**src/qrs_div_pipe.sv**
```systemverilog
`default_nettype none
module qrs_div_pipe #(
   parameter int NW = 35,
   parameter int DW = 17,
   parameter int SIDE_W = 2
) (
   input  wire logic               clock,
   input  wire logic               reset,
   input  wire logic               adv,
   input  wire logic               in_valid,
   input  wire logic signed [NW-1:0] in_num,
   input  wire logic signed [DW-1:0] in_den,
   input  wire logic [SIDE_W-1:0]  in_side,
   output logic                    out_valid,
   output logic [NW-1:0]           out_quot,
   output logic                    out_neg,
   output logic [SIDE_W-1:0]       out_side
);
   localparam int RW = DW + 1;

   logic              v_ff    [0:NW];
   logic [NW-1:0]     n_ff    [0:NW];
   logic [NW-1:0]     q_ff    [0:NW];
   logic [RW-1:0]     rem_ff  [0:NW];
   logic [DW-1:0]     d_ff    [0:NW];
   logic              neg_ff  [0:NW];
   logic [SIDE_W-1:0] side_ff [0:NW];

   always_ff @(posedge clock) begin
      if (reset) begin
         v_ff[0] <= 1'b0;
      end else if (adv) begin
         v_ff[0] <= in_valid;
      end
   end

   always_ff @(posedge clock) begin
      if (adv) begin
         n_ff[0]    <= in_num[NW-1] ? NW'(-in_num) : NW'(in_num);
         d_ff[0]    <= in_den[DW-1] ? DW'(-in_den) : DW'(in_den);
         neg_ff[0]  <= in_num[NW-1] ^ in_den[DW-1];
         q_ff[0]    <= '0;
         rem_ff[0]  <= '0;
         side_ff[0] <= in_side;
      end
   end

   for (genvar i = 0; i < NW; i++) begin : g_step
      logic [RW-1:0] shifted;
      logic          fits;
      always_comb begin
         shifted = {rem_ff[i][RW-2:0], n_ff[i][NW-1]};
         fits    = shifted >= RW'(d_ff[i]);
      end
      always_ff @(posedge clock) begin
         if (reset) begin
            v_ff[i+1] <= 1'b0;
         end else if (adv) begin
            v_ff[i+1] <= v_ff[i];
         end
      end
      always_ff @(posedge clock) begin
         if (adv) begin
            n_ff[i+1]    <= n_ff[i] << 1;
            d_ff[i+1]    <= d_ff[i];
            neg_ff[i+1]  <= neg_ff[i];
            side_ff[i+1] <= side_ff[i];
            rem_ff[i+1]  <= fits ? shifted - RW'(d_ff[i]) : shifted;
            q_ff[i+1]    <= {q_ff[i][NW-2:0], fits};
         end
      end
   end

   assign out_valid = v_ff[NW];
   assign out_quot  = q_ff[NW];
   assign out_neg   = neg_ff[NW];
   assign out_side  = side_ff[NW];
endmodule
`default_nettype wire

```
**config.mk**
```make
export PLATFORM = sky130hd
export DESIGN_NAME = qrs_div_pipe
export DESIGN_NICKNAME = d
export VERILOG_FILES = /design/src/qrs_div_pipe.sv
export SDC_FILE = /design/constraint.sdc
export NUM_CORES = 2
export LEC_CHECK = 0
export BUFFER_PORTS_ARGS = -buffer_cell sky130_fd_sc_hd__buf_2
export CORE_MARGIN = 2
export CORE_UTILIZATION = 62
export CTS_CLUSTER_SIZE = 40
export DETAILED_ROUTE_END_ITERATION = 10
export GPL_TIMING_DRIVEN = 0
export PLACE_DENSITY = 0.78
export SYNTH_ARGS = -nofsm -noshare
export SYNTH_HDL_FRONTEND = slang
export SYNTH_SLANG_ARGS = --single-unit
```
**constraint.sdc**
```tcl
create_clock -name clock -period 5.3 [get_ports clock]
set_input_delay 0.795 -clock clock [delete_from_list [all_inputs] [get_ports clock]]
set_output_delay 0.795 -clock clock [all_outputs]
set_load 0.05 [all_outputs]
```
==> qor.csv <==
metric,value,unit
outcome,finished clean,
Hold Path Class,input pin to flop,
Synth Net Count,8458,
Area contributors post-synth,"edfxtp_1 (69%), ha_1 (6.5%), mux2_2 (2.6%), inv_1 (2.4%), xnor2_1 (2.4%)",
num rows,156,
die footprint,185000,µm²
vias in the first global route,60302,
DR vias/cell,5.69,
crit path DAT,5040,ps
VDD IR max,0.327,mV
worst endpoint required time,5910,ps
area grow syn2layout,11.2,%
CP max FO,10,
routed wire length,197,mm
final setup vio count,0,
Post-Syn Instances,7785,
Residual DRC,0,
gpl congestion,0.899,
most frequent cells in the layout,"edfxtp_1 (2577), inv_1 (728), ha_1 (582), a21oi_1 (467), nand2_1 (391)",
Synth Flop Type,edfxtp_1,
power per cell area,562,nW/µm²
synth unique cells,78,
Final Hold Viols,0,
Pleak,48.0,nW
area share of the largest cell type after synthesis,0.687,
Die Ht,430,µm
"EDFF count, synth",2577,
first-pass GRT wire length,315,mm
Final min period,4420,ps
Routed Antenna Nets,0,
maximum clock path buffer count,4,
Max Cap Viol,0,
Setup TNS Final,0,ps
IO Port Bufs,94,
via count,61129,
Top Ports,97,
Layout Cells excl Fill,10747,
startpoint types,flop,
top layer in use,met4,
"Avg Cell Area, Syn",14.5,µm²
Initial Utilization,0.623,
Skew-Pair Late Insertion Delay,910,ps
Die W,430,µm
clock sinks,2577,
total CTS buffers,279,
"most common cell after layout, fill and taps aside",edfxtp_1,
first-pass detailed-route iteration total,9,
clk slew on worst S/H paths,60,ps
Routed WL per cell,18.4,µm
DR WL met3,9.09,mm
synthesized area,113000,µm²
Post-Place Cells,10263,
initial detailed-routing violation count,4707,
met2 routed WL,95.1,mm
Seq cells post-synth,2577,
GRT Total Usage,0.213,
largest net degree at the start of global routing,200,
Max Slew Vio Count,0,
layout cells sized above 1,0.103,
CP Class,flop to flop,
met1 wire length,86.9,mm
hpwl dp,134,mm
initial antenna violation count,2,
Final period util,0.834,
grt total ovfl,0,
core footprint,181000,µm²
Post CTS Setup Buffer Count,0,
"area leader, netlist",edfxtp_1,
yosys warns,0,
RSZ-0062 raised after global routing,false,
TritonCTS clock tree,done,
worst slew pin tran,1080,ps
"Seq/Total Area, Yosys",0.687,
Rel. slew slack,0.278,
CTS root buf,clkbuf_16,
Final #Nets,8848,
clock skew,46.9,ps
fmax,226,MHz
async set-reset flop share out of synthesis,0,
H-tree level count,5,
CP endpoint kind,flop,
-- metrics by stage --
stage                      util  cell area, µm²  power (mW)  setup slack, ps  hold WS (ps)
after floorplan               -          113000        45.9             1660           400
after global placement    0.643          116000        52.7           -37410           400
after detailed placement  0.645          116000        51.8              594           405
after CTS                 0.693          125000        70.7              789          8.32
after global routing      0.693          125000        74.3              624          36.6
final                     0.693          125000        70.3              877          87.2
-- synth_stat cells, drive strengths merged, types with 11 or more instances --
cell type,n
o21a,61
a211oi,49
nor2,385
o31ai,47
mux2,260
or2,29
xnor2,307
and2,54
a211o,25
o41ai,21
a2111oi,12
xor2,178
nor4,22
nor2b,65
o31a,18
edfxtp,2577
or4,19
a21boi,15
o21ai,393
nand2,391
clkbuf,100
ha,582
and3,28
fa,33
inv,728
o21bai,61
nand4,70
o2111ai,11
mux2i,19
a41o,12
o22ai,11
o211ai,28
a31oi,69
or3,37
nor3,93
a21o,206
nand2b,66
a21oi,468
buf,53
nand3,88
-- state kept, by name, summed over array words and instances (netlist names) --
signal   count
v_ff        36
rem_ff     578
side_ff     72
d_ff       595
q_ff       630
n_ff       630
neg_ff      36
-- path summary, 6_finish.rpt --
| path | from | endpoint | slack [ps] | cells after the start |
|---|---|---|---|---|
| max reg2reg | n_ff[16][34]$_DFFE_PP_ | rem_ff[17][14]$_DFFE_PP_ | 880 | 14 |
| max | n_ff[16][34]$_DFFE_PP_ | rem_ff[17][14]$_DFFE_PP_ | 880 | 14 |
| min reg2reg | q_ff[6][41]$_DFFE_PP_ | q_ff[7][7]$_DFFE_PP_ | 380 | 0 |
| min | in_side[0] | side_ff[0][0]$_DFFE_PP_ | 90 | 1 |
-- worst max-delay path: stages (launching register included) --
cell,delay (ps)
edfxtp_1,370
inv_1,110
ha_1,180
inv_1,60
fa_1,410
a21o_1,180
a21oi_1,220
nor2b_1,90
or3_1,330
a21oi_2,260
o31ai_1,160
a221o_1,370
a31oi_2,570
buf_2,410
mux2_2,390
-- logic make-up (layout without fill, tap and decap cells) --
kind of cell               Yosys count  in the layout  share of synthesized area
muxes                              279            279                     0.0277
AOI/OAI and AO/OA                 1568           1568                     0.0870
and+or+nand+nor                   1380           1380                     0.0588
xor gates and xnor gates           485            485                     0.0377
buffers and inverters              881           1471                     0.0307
other                                0              2                          0
DFF                               2577           2577                      0.687
adders and majority gates          615            615                     0.0706
-- area by class of cell --
class | count | area [µm²]
repair buffers | 109 | 881
plain buffers | 153 | 728
multi-input cells | 4327 | 31700
inverters | 728 | 2730
well taps | 2370 | 2970
clock inverters | 156 | 1420
clock buffers | 325 | 7280
fillers | 11791 | 55400
diodes | 2 | 5.00
flip-flops and latches | 2577 | 77400
-- routing by layer --
| metal | up-vias | track usage |
|---|---|---|
| li1 | 29740 | - |
| met1 | 29493 | 0.291 |
| met2 | 1467 | 0.351 |
| met3 | 429 | 0.0323 |
| met4 | 0 | 0.0756 |
| met5 | - | 0 |
-- power breakdown --
group	switching [mW]	leakage, nW	internal (mW)
Clock	7.45	4.23	11.0
Sequential	1.85	25.3	27.4
Combinational	12.6	18.6	9.95
Total	21.9	48.0	48.3
-- what timing repair did --
item / in CTS / in global routing
hold buffers: 1 / 0
resized for setup: 0 / 0
hold endpoints to repair: 1 / 0
(Power assumes the default switching activity.)
