--- src/qrs_sqrt_pipe.sv ---
`default_nettype none
module qrs_sqrt_pipe #(
   parameter int XW = 66,
   parameter int SIDE_W = 8,
   localparam int SW = (XW + 1) / 2
) (
   input  wire logic              clock,
   input  wire logic              reset,
   input  wire logic              adv,
   input  wire logic              in_valid,
   input  wire logic [XW-1:0]     in_x,
   input  wire logic [SIDE_W-1:0] in_side,
   output logic                   out_valid,
   output logic [SW-1:0]          out_root,
   output logic [SIDE_W-1:0]      out_side
);
   localparam int RW = SW + 3;

   logic              v_ff    [0:SW];
   logic [2*SW-1:0]   x_ff    [0:SW];
   logic [RW-1:0]     rem_ff  [0:SW];
   logic [SW-1:0]     root_ff [0:SW];
   logic [SIDE_W-1:0] side_ff [0:SW];

   always_ff @(posedge clock) begin
      if (reset) begin
         v_ff[0] <= 1'b0;
      end else if (adv) begin
         v_ff[0] <= in_valid;
      end
   end

   always_ff @(posedge clock) begin
      if (adv) begin
         x_ff[0]    <= (2*SW)'(in_x);
         rem_ff[0]  <= '0;
         root_ff[0] <= '0;
         side_ff[0] <= in_side;
      end
   end

   for (genvar i = 0; i < SW; i++) begin : g_step
      logic [RW-1:0] shifted, trial;
      logic          fits;
      always_comb begin
         shifted = {rem_ff[i][RW-3:0], x_ff[i][2*SW-1-2*i -: 2]};
         trial   = {1'b0, root_ff[i], 2'b01};
         fits    = shifted >= trial;
      end
      always_ff @(posedge clock) begin
         if (reset) begin
            v_ff[i+1] <= 1'b0;
         end else if (adv) begin
            v_ff[i+1] <= v_ff[i];
         end
      end
      always_ff @(posedge clock) begin
         if (adv) begin
            x_ff[i+1]    <= x_ff[i];
            side_ff[i+1] <= side_ff[i];
            rem_ff[i+1]  <= fits ? shifted - trial : shifted;
            root_ff[i+1] <= {root_ff[i][SW-2:0], fits};
         end
      end
   end

   assign out_valid = v_ff[SW];
   assign out_root  = root_ff[SW];
   assign out_side  = side_ff[SW];
endmodule
`default_nettype wire

--- config.mk ---
export PLATFORM = sky130hd
export DESIGN_NAME = qrs_sqrt_pipe
export DESIGN_NICKNAME = d
export VERILOG_FILES = /design/src/qrs_sqrt_pipe.sv
export SDC_FILE = /design/constraint.sdc
export NUM_CORES = 2
export LEC_CHECK = 0
export BUFFER_PORTS_ARGS = -buffer_cell sky130_fd_sc_hd__buf_4
export CAP_MARGIN = 20
export CORE_MARGIN = 5
export CORE_UTILIZATION = 60
export CTS_BUF_LIST = sky130_fd_sc_hd__clkbuf_4
export DETAILED_ROUTE_END_ITERATION = 6
export GPL_ROUTABILITY_DRIVEN = 1
export PLACE_DENSITY = 0.76
export RECOVER_POWER = 100
export SLEW_MARGIN = 20
export SYNTH_ARGS = -nofsm -noshare
export SYNTH_HDL_FRONTEND = slang
export SYNTH_MEMORY_MAX_BITS = 65536
export SYNTH_SLANG_ARGS = --single-unit
--- constraint.sdc ---
create_clock -name clock -period 9.5 [get_ports clock]
set_clock_uncertainty 0.1 [all_clocks]
set_input_delay 1.9 -clock clock [delete_from_list [all_inputs] [get_ports clock]]
set_output_delay 1.9 -clock clock [all_outputs]
set_load 0.1 [all_outputs]
==> impl_results.md <==
* Final GP Congestion at 0.9355
* WL per Instance at about 18 um
* Die ar. at 234,400 um2
* Mapped Area at about 130,000 um2
* Post-synthesis sequential area ratio at 0.6735
* Worst setup path class: in2reg
* Commonest cells in the netlist: edfxtp_1, inv_1, nand2_1
* Cells after Synth at 9,982
* FF-to-FF Start: rem_ff[28][24]
* Pwr Density at 236.5 nW/um2
* Final hold viol count at 0
* CTS root buf: clkbuf_4
* EDFF count, synth at 3,026
* Post-CTS Hold Buffers at 0
* Unique masters post-synth at between 80 and 90
* Slew @ Worst Pin at 6.157 ns
* Area Growth Syn to Fin at 10.05%
* Post-synth top area share at 0.6735
* CP Max Fanout at ~130
* Synth warn at 0
* Syn Area/Cell at approximately 14 um2
* Leakage at 0.05707 uW
* Worst hold start: x_ff[7][27]
* CTS HTree Levels at 6
* Share of cells above drive strength 1 at 0.1197
* Worst Setup Start Kind: input port
* Die width at approximately 480 um
* Post-route core utilization at 0.6621
* First-pass GRT wire length at 415,700 um
* RSZ-0062 raised after global routing: false
* Most frequent cell after synthesis: edfxtp_1
* Post-CTS Resized at 0
* Drt drc at 0
* First-pass DRT Iterations at 6
* Synth Register Bits at 3,026
* Worst hold path stage count at 0
* Largest net degree at the start of global routing at between 150 and 200
* Max transition margin at -3.105
* Cell taking the most area after synthesis: edfxtp_1
* Buffers on Ports at 119
* Ys async rst share at 0
* Tot GR Track Use at 0.2177
* DP HPWL at 180,000 um
* Final period util at 0.6996
* Crit. End Element: register
* Max cap viols at 28
* Initial antenna violation count at 5
* Maximum clock path buffer count at 4
* Mapped Nets at about 11,000
* Die Y at between 400 and 500 um
* Final setup viols at 0
* Vias per cell at 5.664
* Worst-path clk slew at 0.06 ns
* Fin nets at roughly 11,000
* Outcome: finished with violations
* Synth area leaders: edfxtp_1, ha_1, xor2_1
* GRT Residual Overflow at 0
* Failing checks: capacitance limit, slew limit
* Core ar. at between 200,000 and 250,000 um2
* Antenna viol nets, final at 0
* WHS Endpoint: x_ff[8][27]
* Tmin final at approximately 6.6 ns
* Fillers at 16,321
* Setup total negative slack at 0 ns
* Slew Limit Fails at 1,830
* Initial Util at 0.6016
* CTS tree: built
* Worst reg2reg path depth at 12
* Worst IR Drop VDD at 0.1647 mV
* CP Data Required Time at roughly 10 ns
* Row count at 174
* Worst Hold Class: reg2reg
* FF-to-FF setup slack at 3.57 ns
* Post-CTS Setup Bufs at 0
* CP Data Arrival Time at 7.37 ns
* Vias at 80,955
* Final wirelength at 259,100 um
* I/O pins at 120
* Iter 0 DRT Violations at 6,256
* Clk Latency, worst-skew pair at ~1.4 ns
* Num CTS Buffers at 758
* Reg2reg end: rem_ff[29][32]
* Number of global-route vias before repair at 81,230
* Clock Sinks at 3,026
* Dominant synthesized flop cell: edfxtp_1
* Fmax at 150.5 MHz
## layout make-up
class	instances	area (um2)	share of cell area
Antenna cell	12	30.03	0.0002023
Clock buffer	1066	8003	0.05390
Clock inverter	256	1356	0.009135
Inverter	771	2894	0.01949
Multi-Input combinational cell	5993	40440	0.2724
Sequential cell	3026	90870	0.6120
Tap cell	2992	3744	0.02521
Timing Repair Buffer	178	1136	0.007652
## where the power goes
part	total, uW	internal, uW	switching [uW]
logic	6920	2800	4120
registers	17800	16800	991
clock network	10400	5440	5000
## sequential cells by signal, indices dropped and copies added (netlist names)
| name | flops |
|---|---|
| x_ff | 1122 |
| root_ff | 561 |
| v_ff | 34 |
| side_ff | 272 |
| rem_ff | 1037 |
## cell families (layout without fill, tap and decap cells)
family / Yosys count / count (layout) / share of synthesized area
other cells: 1 / 13 / 0.00002780
xor+xnor: 869 / 869 / 0.05647
buf+inv: 963 / 2271 / 0.02683
mux: 64 / 64 / 0.005259
compound gates: 1945 / 1945 / 0.09052
fa+ha+maj: 596 / 596 / 0.05527
simple gates: 2518 / 2518 / 0.09208
flops: 3026 / 3026 / 0.6735
## per-stage QoR
stage | power, uW | std cells | worst slack, ns | hold WS [ns] | area [um2]
after floorplan | 22680 | 9982 | 5.628 | 0.3003 | 134900
after global placement | 24700 | 12958 | 5.016 | 0.3001 | 139600
after detailed placement | 24870 | 12959 | 4.992 | 0.3045 | 139600
after CTS | 35510 | 14281 | 5.077 | 0.2593 | 148900
after global routing | 37270 | 14292 | 2.420 | 0.2644 | 148500
final | 35120 | 14294 | 2.854 | 0.2818 | 148500
## worst max-delay path, cell delays in order
cell	delay (ns)
buf_16	0.34
clkbuf_1	1.92
clkbuf_1	2.94
## how the worst max path moves through the flow
| stage | startpoint | end | slack (ns) | depth (start not counted) |
|---|---|---|---|---|
| after floorplan | rem_ff[7][12] | rem_ff[8][33] | 5.63 | 9 |
| final | adv | root_ff[14][0] | 2.85 | 3 |
| after global routing | adv | rem_ff[12][30] | 2.42 | 3 |
| after detailed placement | adv | side_ff[1][2] | 4.99 | 3 |
| after CTS | rem_ff[21][0] | rem_ff[22][31] | 5.08 | 10 |
| after global placement | adv | x_ff[4][45] | 5.02 | 3 |
## placed cells by master, fill, tap and decap left out, types with 48 or more instances in the layout
cell	count
edfxtp_1	3026
clkbuf_4	1131
inv_1	768
nand2_1	689
ha_1	596
nor2_1	594
a21oi_1	547
o21ai_0	525
xor2_1	452
xnor2_1	416
a21o_1	249
nor3_1	228
clkinv_1	179
nand3_1	144
nor4_1	131
or3_1	117
nand4_1	104
nand2b_1	104
clkbuf_1	93
o21a_1	91
nor2b_1	75
or4_1	68
a211oi_1	58
and3_1	57
o31ai_1	56
o21bai_1	53
a31oi_1	49
o211ai_1	48
## routing by layer
metal / part of all wire / up-vias / routed length [um] / global-route usage
li1: - / 39214 / - / -
met1: 0.42 / 38675 / 109200 / 0.2826
met2: 0.49 / 2449 / 127700 / 0.3658
met3: 0.052 / 615 / 13540 / 0.04119
met4: 0.033 / 2 / 8594 / 0.08525
met5: 0.000046 / - / 12 / 0
No activity file was read; power rests on OpenSTA's default activity.
