## src/qrs_pkg.sv

```systemverilog
`default_nettype none
package qrs_pkg;
   localparam int FRACTION_BITS_DEF = 16;
   localparam int COEF_WIDTH_DEF = 16;
   localparam int ROOT_WIDTH = 33;
   localparam int STATUS_WIDTH = 2;

   typedef enum logic [STATUS_WIDTH-1:0] {
      ST_NONE = 2'd0,
      ST_ONE  = 2'd1,
      ST_TWO  = 2'd2,
      ST_AZERO = 2'd3
   } status_type;
endpackage
`default_nettype wire

```

## src/qrs_front.sv

```systemverilog
`default_nettype none
module qrs_front #(
   parameter int CW = 16,
   parameter int FB = 16
) (
   input  wire logic                   clock,
   input  wire logic                   reset,
   input  wire logic                   adv,
   input  wire logic                   in_valid,
   input  wire logic signed [CW-1:0]   coef_a,
   input  wire logic signed [CW-1:0]   coef_b,
   input  wire logic signed [CW-1:0]   coef_c,
   output logic                        out_valid,
   output qrs_pkg::status_type         out_status,
   output logic [2*CW+1:0]             out_disc,
   output logic signed [CW+FB:0]       out_nb,
   output logic signed [CW:0]          out_den
);
   import qrs_pkg::*;
   localparam int DW = 2*CW + 3;

   logic                      v1_ff, v2_ff;
   logic signed [CW-1:0]      a1_ff, b1_ff;
   logic signed [2*CW-1:0]    bb_ff, ac_ff;
   logic signed [DW-1:0]      disc;
   status_type                st_in, st_ff;
   logic [DW-2:0]             disc_ff;
   logic signed [CW+FB:0]     nb_ff;
   logic signed [CW:0]        den_ff;

   always_ff @(posedge clock) begin
      if (reset) begin
         v1_ff <= 1'b0;
         v2_ff <= 1'b0;
      end else if (adv) begin
         v1_ff <= in_valid;
         v2_ff <= v1_ff;
      end
   end

   always_ff @(posedge clock) begin
      if (adv) begin
         a1_ff <= coef_a;
         b1_ff <= coef_b;
         bb_ff <= coef_b * coef_b;
         ac_ff <= coef_a * coef_c;
      end
   end

   always_comb begin
      disc = DW'(bb_ff) - (DW'(ac_ff) <<< 2);
      if (a1_ff == '0) begin
         st_in = ST_AZERO;
      end else if (disc[DW-1]) begin
         st_in = ST_NONE;
      end else if (disc == '0) begin
         st_in = ST_ONE;
      end else begin
         st_in = ST_TWO;
      end
   end

   always_ff @(posedge clock) begin
      if (adv) begin
         st_ff   <= st_in;
         disc_ff <= (st_in == ST_TWO) ? disc[DW-2:0] : '0;
         nb_ff   <= -((CW+FB+1)'(b1_ff) <<< FB);
         den_ff  <= (CW+1)'(a1_ff) <<< 1;
      end
   end

   assign out_valid  = v2_ff;
   assign out_status = st_ff;
   assign out_disc   = disc_ff;
   assign out_nb     = nb_ff;
   assign out_den    = den_ff;
endmodule
`default_nettype wire

```

## config.mk

```make
export PLATFORM = sky130hd
export DESIGN_NAME = qrs_front
export DESIGN_NICKNAME = d
export VERILOG_FILES = /design/src/qrs_pkg.sv /design/src/qrs_front.sv
export SDC_FILE = /design/constraint.sdc
export NUM_CORES = 2
export LEC_CHECK = 0
export BUFFER_PORTS_ARGS = -buffer_cell sky130_fd_sc_hd__buf_2
export CAP_MARGIN = 20
export CORE_ASPECT_RATIO = 1.4
export CORE_UTILIZATION = 65
export CTS_BUF_LIST = sky130_fd_sc_hd__clkbuf_8
export CTS_CLUSTER_SIZE = 8
export DETAILED_ROUTE_END_ITERATION = 8
export GPL_TIMING_DRIVEN = 0
export PLACE_DENSITY_LB_ADDON = 0.12
export SLEW_MARGIN = 15
export SYNTH_ARGS = -nofsm -noshare
export SYNTH_HDL_FRONTEND = slang
export SYNTH_SLANG_ARGS = --single-unit
export TNS_END_PERCENT = 10
```

## constraint.sdc

```tcl
create_clock -name clock -period 12.3 [get_ports clock]
set_input_delay 0.615 -clock clock [delete_from_list [all_inputs] [get_ports clock]]
set_output_delay 0.615 -clock clock [all_outputs]
set_load 0.03 [all_outputs]
```

==> results.toml <==
[cells_and_area]
nFillCells = 3093
area_growth_pct = 6.752
nNetsFinal = 3582
drive_gt1_share_pct = 7.525

[timing]
fmax_ghz = 0.1324
setup_slack_ps = 4746
worst_pin_slew_ps = 1077
slew_headroom_pct = 27.23
setup_viol = 0
hold_viol = 0
slew_viol_final = 0
clock_skew_ps = 28.69
period_share_pct = 61.41
grt_setup_unrepaired = "false"
finalSetupTns_ps = 0
min_period_ps = 7554

[synth]
synth_edf_count = 162
syn_area_sq_um = 26500
synthFlopType = "edfxtp_1"
synth_cell_types = 83
ys_ff_latch = 164
syn_inst = 2673
ys_warn_count = 0
yosys.area.top_type = "fa_1"
yosysSeqAreaShare_pct = 18.51
synth_top_area_share_pct = 37.70
synth-async-reset-ratio_pct = 0
ys_top_cells_by_area = "fa_1 38%, edfxtp_1 18%, ha_1 9.4%"
syn_area_per_cell_sq_um = 9.914

[drt]
routed_wl_mm = 65.75
first_pass_iters = 8
via_per_inst = 5.516
routedWlPerCell_um = 19.46
vias = 18637
drt-initial-drc-count = 968
drc = 0
antenna_left = 0

[run_status]
status = "completed"

[global_route]
grt_pass1_vias = 20601
grt_overflow = 0
grt_pass1_wl_mm = 106.6
grt_max_degree = 93
antenna_found_initial = 1
grt_util_all_layers_pct = 33.78

[job]
cap_violations = 0

[clock_tree]
htree_levels = 4
root_buffer = "clkbuf_8"
cts_inserted_buffers = 17
post_cts_resized = 0
clk_latency_ps = 530
cts_tree = "built"
cts_hold_buf = 0
clock_sinks = 164
cts_buffer_depth = 2
clk_pin_slew_worst_paths_ps = 120
cts_setup_buffers = 0

[die]
core-area_sq_um = 40280
rows = 87
fp.dieW_um = 172.7
start_util_pct = 65.80
die_y_um = 240.9
dieArea_sq_um = 41590
ios = 139

[setup_path]
critPathRequiredTime_ps = 12590
path_class = "in2reg"
crit_arrival_ps = 7840
crit_family = "adder cells"
slowest_delay_ps = 780
crit_chain = "buf_2 > clkbuf_1 > clkbuf_1 > nand2_1 > fa_1 > inv_1 > fa_1 > inv_1 > fa_1 > fa_1 > fa_1 > fa_1 > inv_1 > ha_1 > a21o_1 > a21o_1 > a21oi_1 > o31a_1 > o211ai_1 > a41o_1 > nor3_1 > o21bai_1 > a21oi_1 > xnor2_1"
endpoint_kind = "flop"
reg2reg_to = "out_status[1]$_DFFE_PP_"
critPathLaunchType = "input pin"
rrSetupSlack_ps = 7860
critPathSlowestCell = "fa_1"
path_common_cell = "fa_1"
reg2reg_from = "bb_ff[19]$_DFFE_PP_"
reg2reg_depth = 12
crit_buf_inv = 6
crit_fanout = 10

[place]
port_buffers = 120
place_ws_ps = 4191
gp_congestion = 1.001
dp_hpwl_mm = 56.32

[hold_path]
min_path_cells = 2
min-delay-start = "reset"
hold_end = "v1_ff$_SDFFE_PP0P_"
hold_path_class = "in2reg"
[registers in the layout (all words and copies together), names as in the netlist]
register,count
out_status,2
out_valid,1
a1_ff,16
v1_ff,1
b1_ff,16
ac_ff,32
bb_ff,30
out_nb,17
out_disc,33
out_den,16
[metal layers]
layer / wire length [um] / vias to the layer above / share of wire (%) / track usage [%]
li1: - / 8457 / - / -
met1: 22920 / 9376 / 35 / 35.86
met2: 35970 / 576 / 55 / 64.48
met3: 2644 / 228 / 4.0 / 3.781
met4: 4215 / 0 / 6.4 / 20.14
met5: 0 / - / 0 / 0
[kinds of logic (layout without fill, tap and decap cells)]
logic type                 count (synthesis)  after routing  share of synthesized area, %
AOI/OAI and AO/OA                        246            246                         6.445
xor gates and xnor gates                 123            123                         4.065
adders and majority gates                699            699                         47.14
buffers and inverters                    762            916                         11.18
DFF                                      164            164                         18.51
muxes                                      4              4                        0.1511
other                                      1             19                       0.01415
and+or+nand+nor                          674            674                         12.50
[cells in the mapped netlist (all sizes together), types with 6 or more instances]
library cell,number
xor2,36
nor2b,8
xnor2,87
clkbuf,66
fa,499
nand4,15
nor4,11
nand2,244
a211oi,11
ha,200
and3,11
nand3,30
or3,6
inv,665
nand2b,24
o21ai,35
a21o,40
o21bai,15
nor2,113
edfxtp,162
a31oi,6
and2,178
nor3,18
a21oi,81
buf,31
[area by class of cell]
cell class	count	area, sq um	area share (%)
Clock inverter	15	177.7	0.6280
Clock buffer	17	234.0	0.8271
Inverter	665	2496	8.824
Antenna cell	1	2.502	0.008846
Buffer	97	466.7	1.650
Tap cell	534	668.1	2.362
Sequential cell	164	4905	17.34
Timing Repair Buffer	122	643.1	2.273
Multi-Input combinational cell	1764	18700	66.09
[worst max path at each step]
stage / endpoint / startpoint / depth (start not counted) / slack, ps
3_3_place_gp: bb_ff[31]$_DFFE_PP_ / coef_b[1] / 25 / 4230
6_report: bb_ff[31]$_DFFE_PP_ / coef_b[1] / 24 / 4750
3_5_place_dp: bb_ff[31]$_DFFE_PP_ / coef_b[1] / 25 / 4190
2_1_floorplan: bb_ff[31]$_DFFE_PP_ / coef_b[1] / 23 / 5570
5_1_grt: bb_ff[31]$_DFFE_PP_ / coef_b[1] / 25 / 4480
4_1_cts: bb_ff[31]$_DFFE_PP_ / coef_b[1] / 25 / 4730
[metrics by stage]
step | utilization [%] | std cells | hold slack [ps] | instance area, sq um
floorplan | - | 2690 | 426.8 | 26560
global placement | 69.11 | 3344 | 436.7 | 27830
detailed placement | 69.21 | 3346 | 440.5 | 27880
CTS | 70.23 | 3378 | 209.1 | 28290
global route | 70.24 | 3379 | 227.6 | 28290
finish | 70.24 | 3379 | 229.7 | 28290
[cell usage in the layout (no fill, tap or decap), types with 8 or more instances in the layout]
| cell | instances |
|---|---|
| clkbuf_8 | 17 |
| clkbuf_1 | 66 |
| a21o_1 | 40 |
| ha_1 | 200 |
| a21oi_1 | 77 |
| nor3_1 | 18 |
| a211oi_1 | 9 |
| inv_1 | 665 |
| nand2b_1 | 24 |
| nor2_1 | 112 |
| buf_4 | 21 |
| and2_1 | 178 |
| nor2b_1 | 8 |
| and3_1 | 9 |
| buf_2 | 127 |
| edfxtp_1 | 162 |
| nand4_1 | 15 |
| nor4_1 | 11 |
| o21bai_1 | 15 |
| xnor2_1 | 87 |
| fa_1 | 499 |
| conb_1 | 18 |
| xor2_1 | 36 |
| nand3_1 | 29 |
| nand2_1 | 243 |
| o21ai_0 | 31 |
[worst register-to-register path, cell delays in order, from the launching register on]
cell and delay, ps:
edfxtp_1 390, ha_1 280, clkbuf_1 340, nand4_1 340, nor4_1 490, nand3_1 120, a21oi_1 340, a211oi_2 100
xor2_1 410, and2_1 200, nand4_1 220, or4_4 560, o41a_1 390
Power is not shown: default switching activity piles up to over one toggle a cycle in this logic, so the estimate is an artifact.
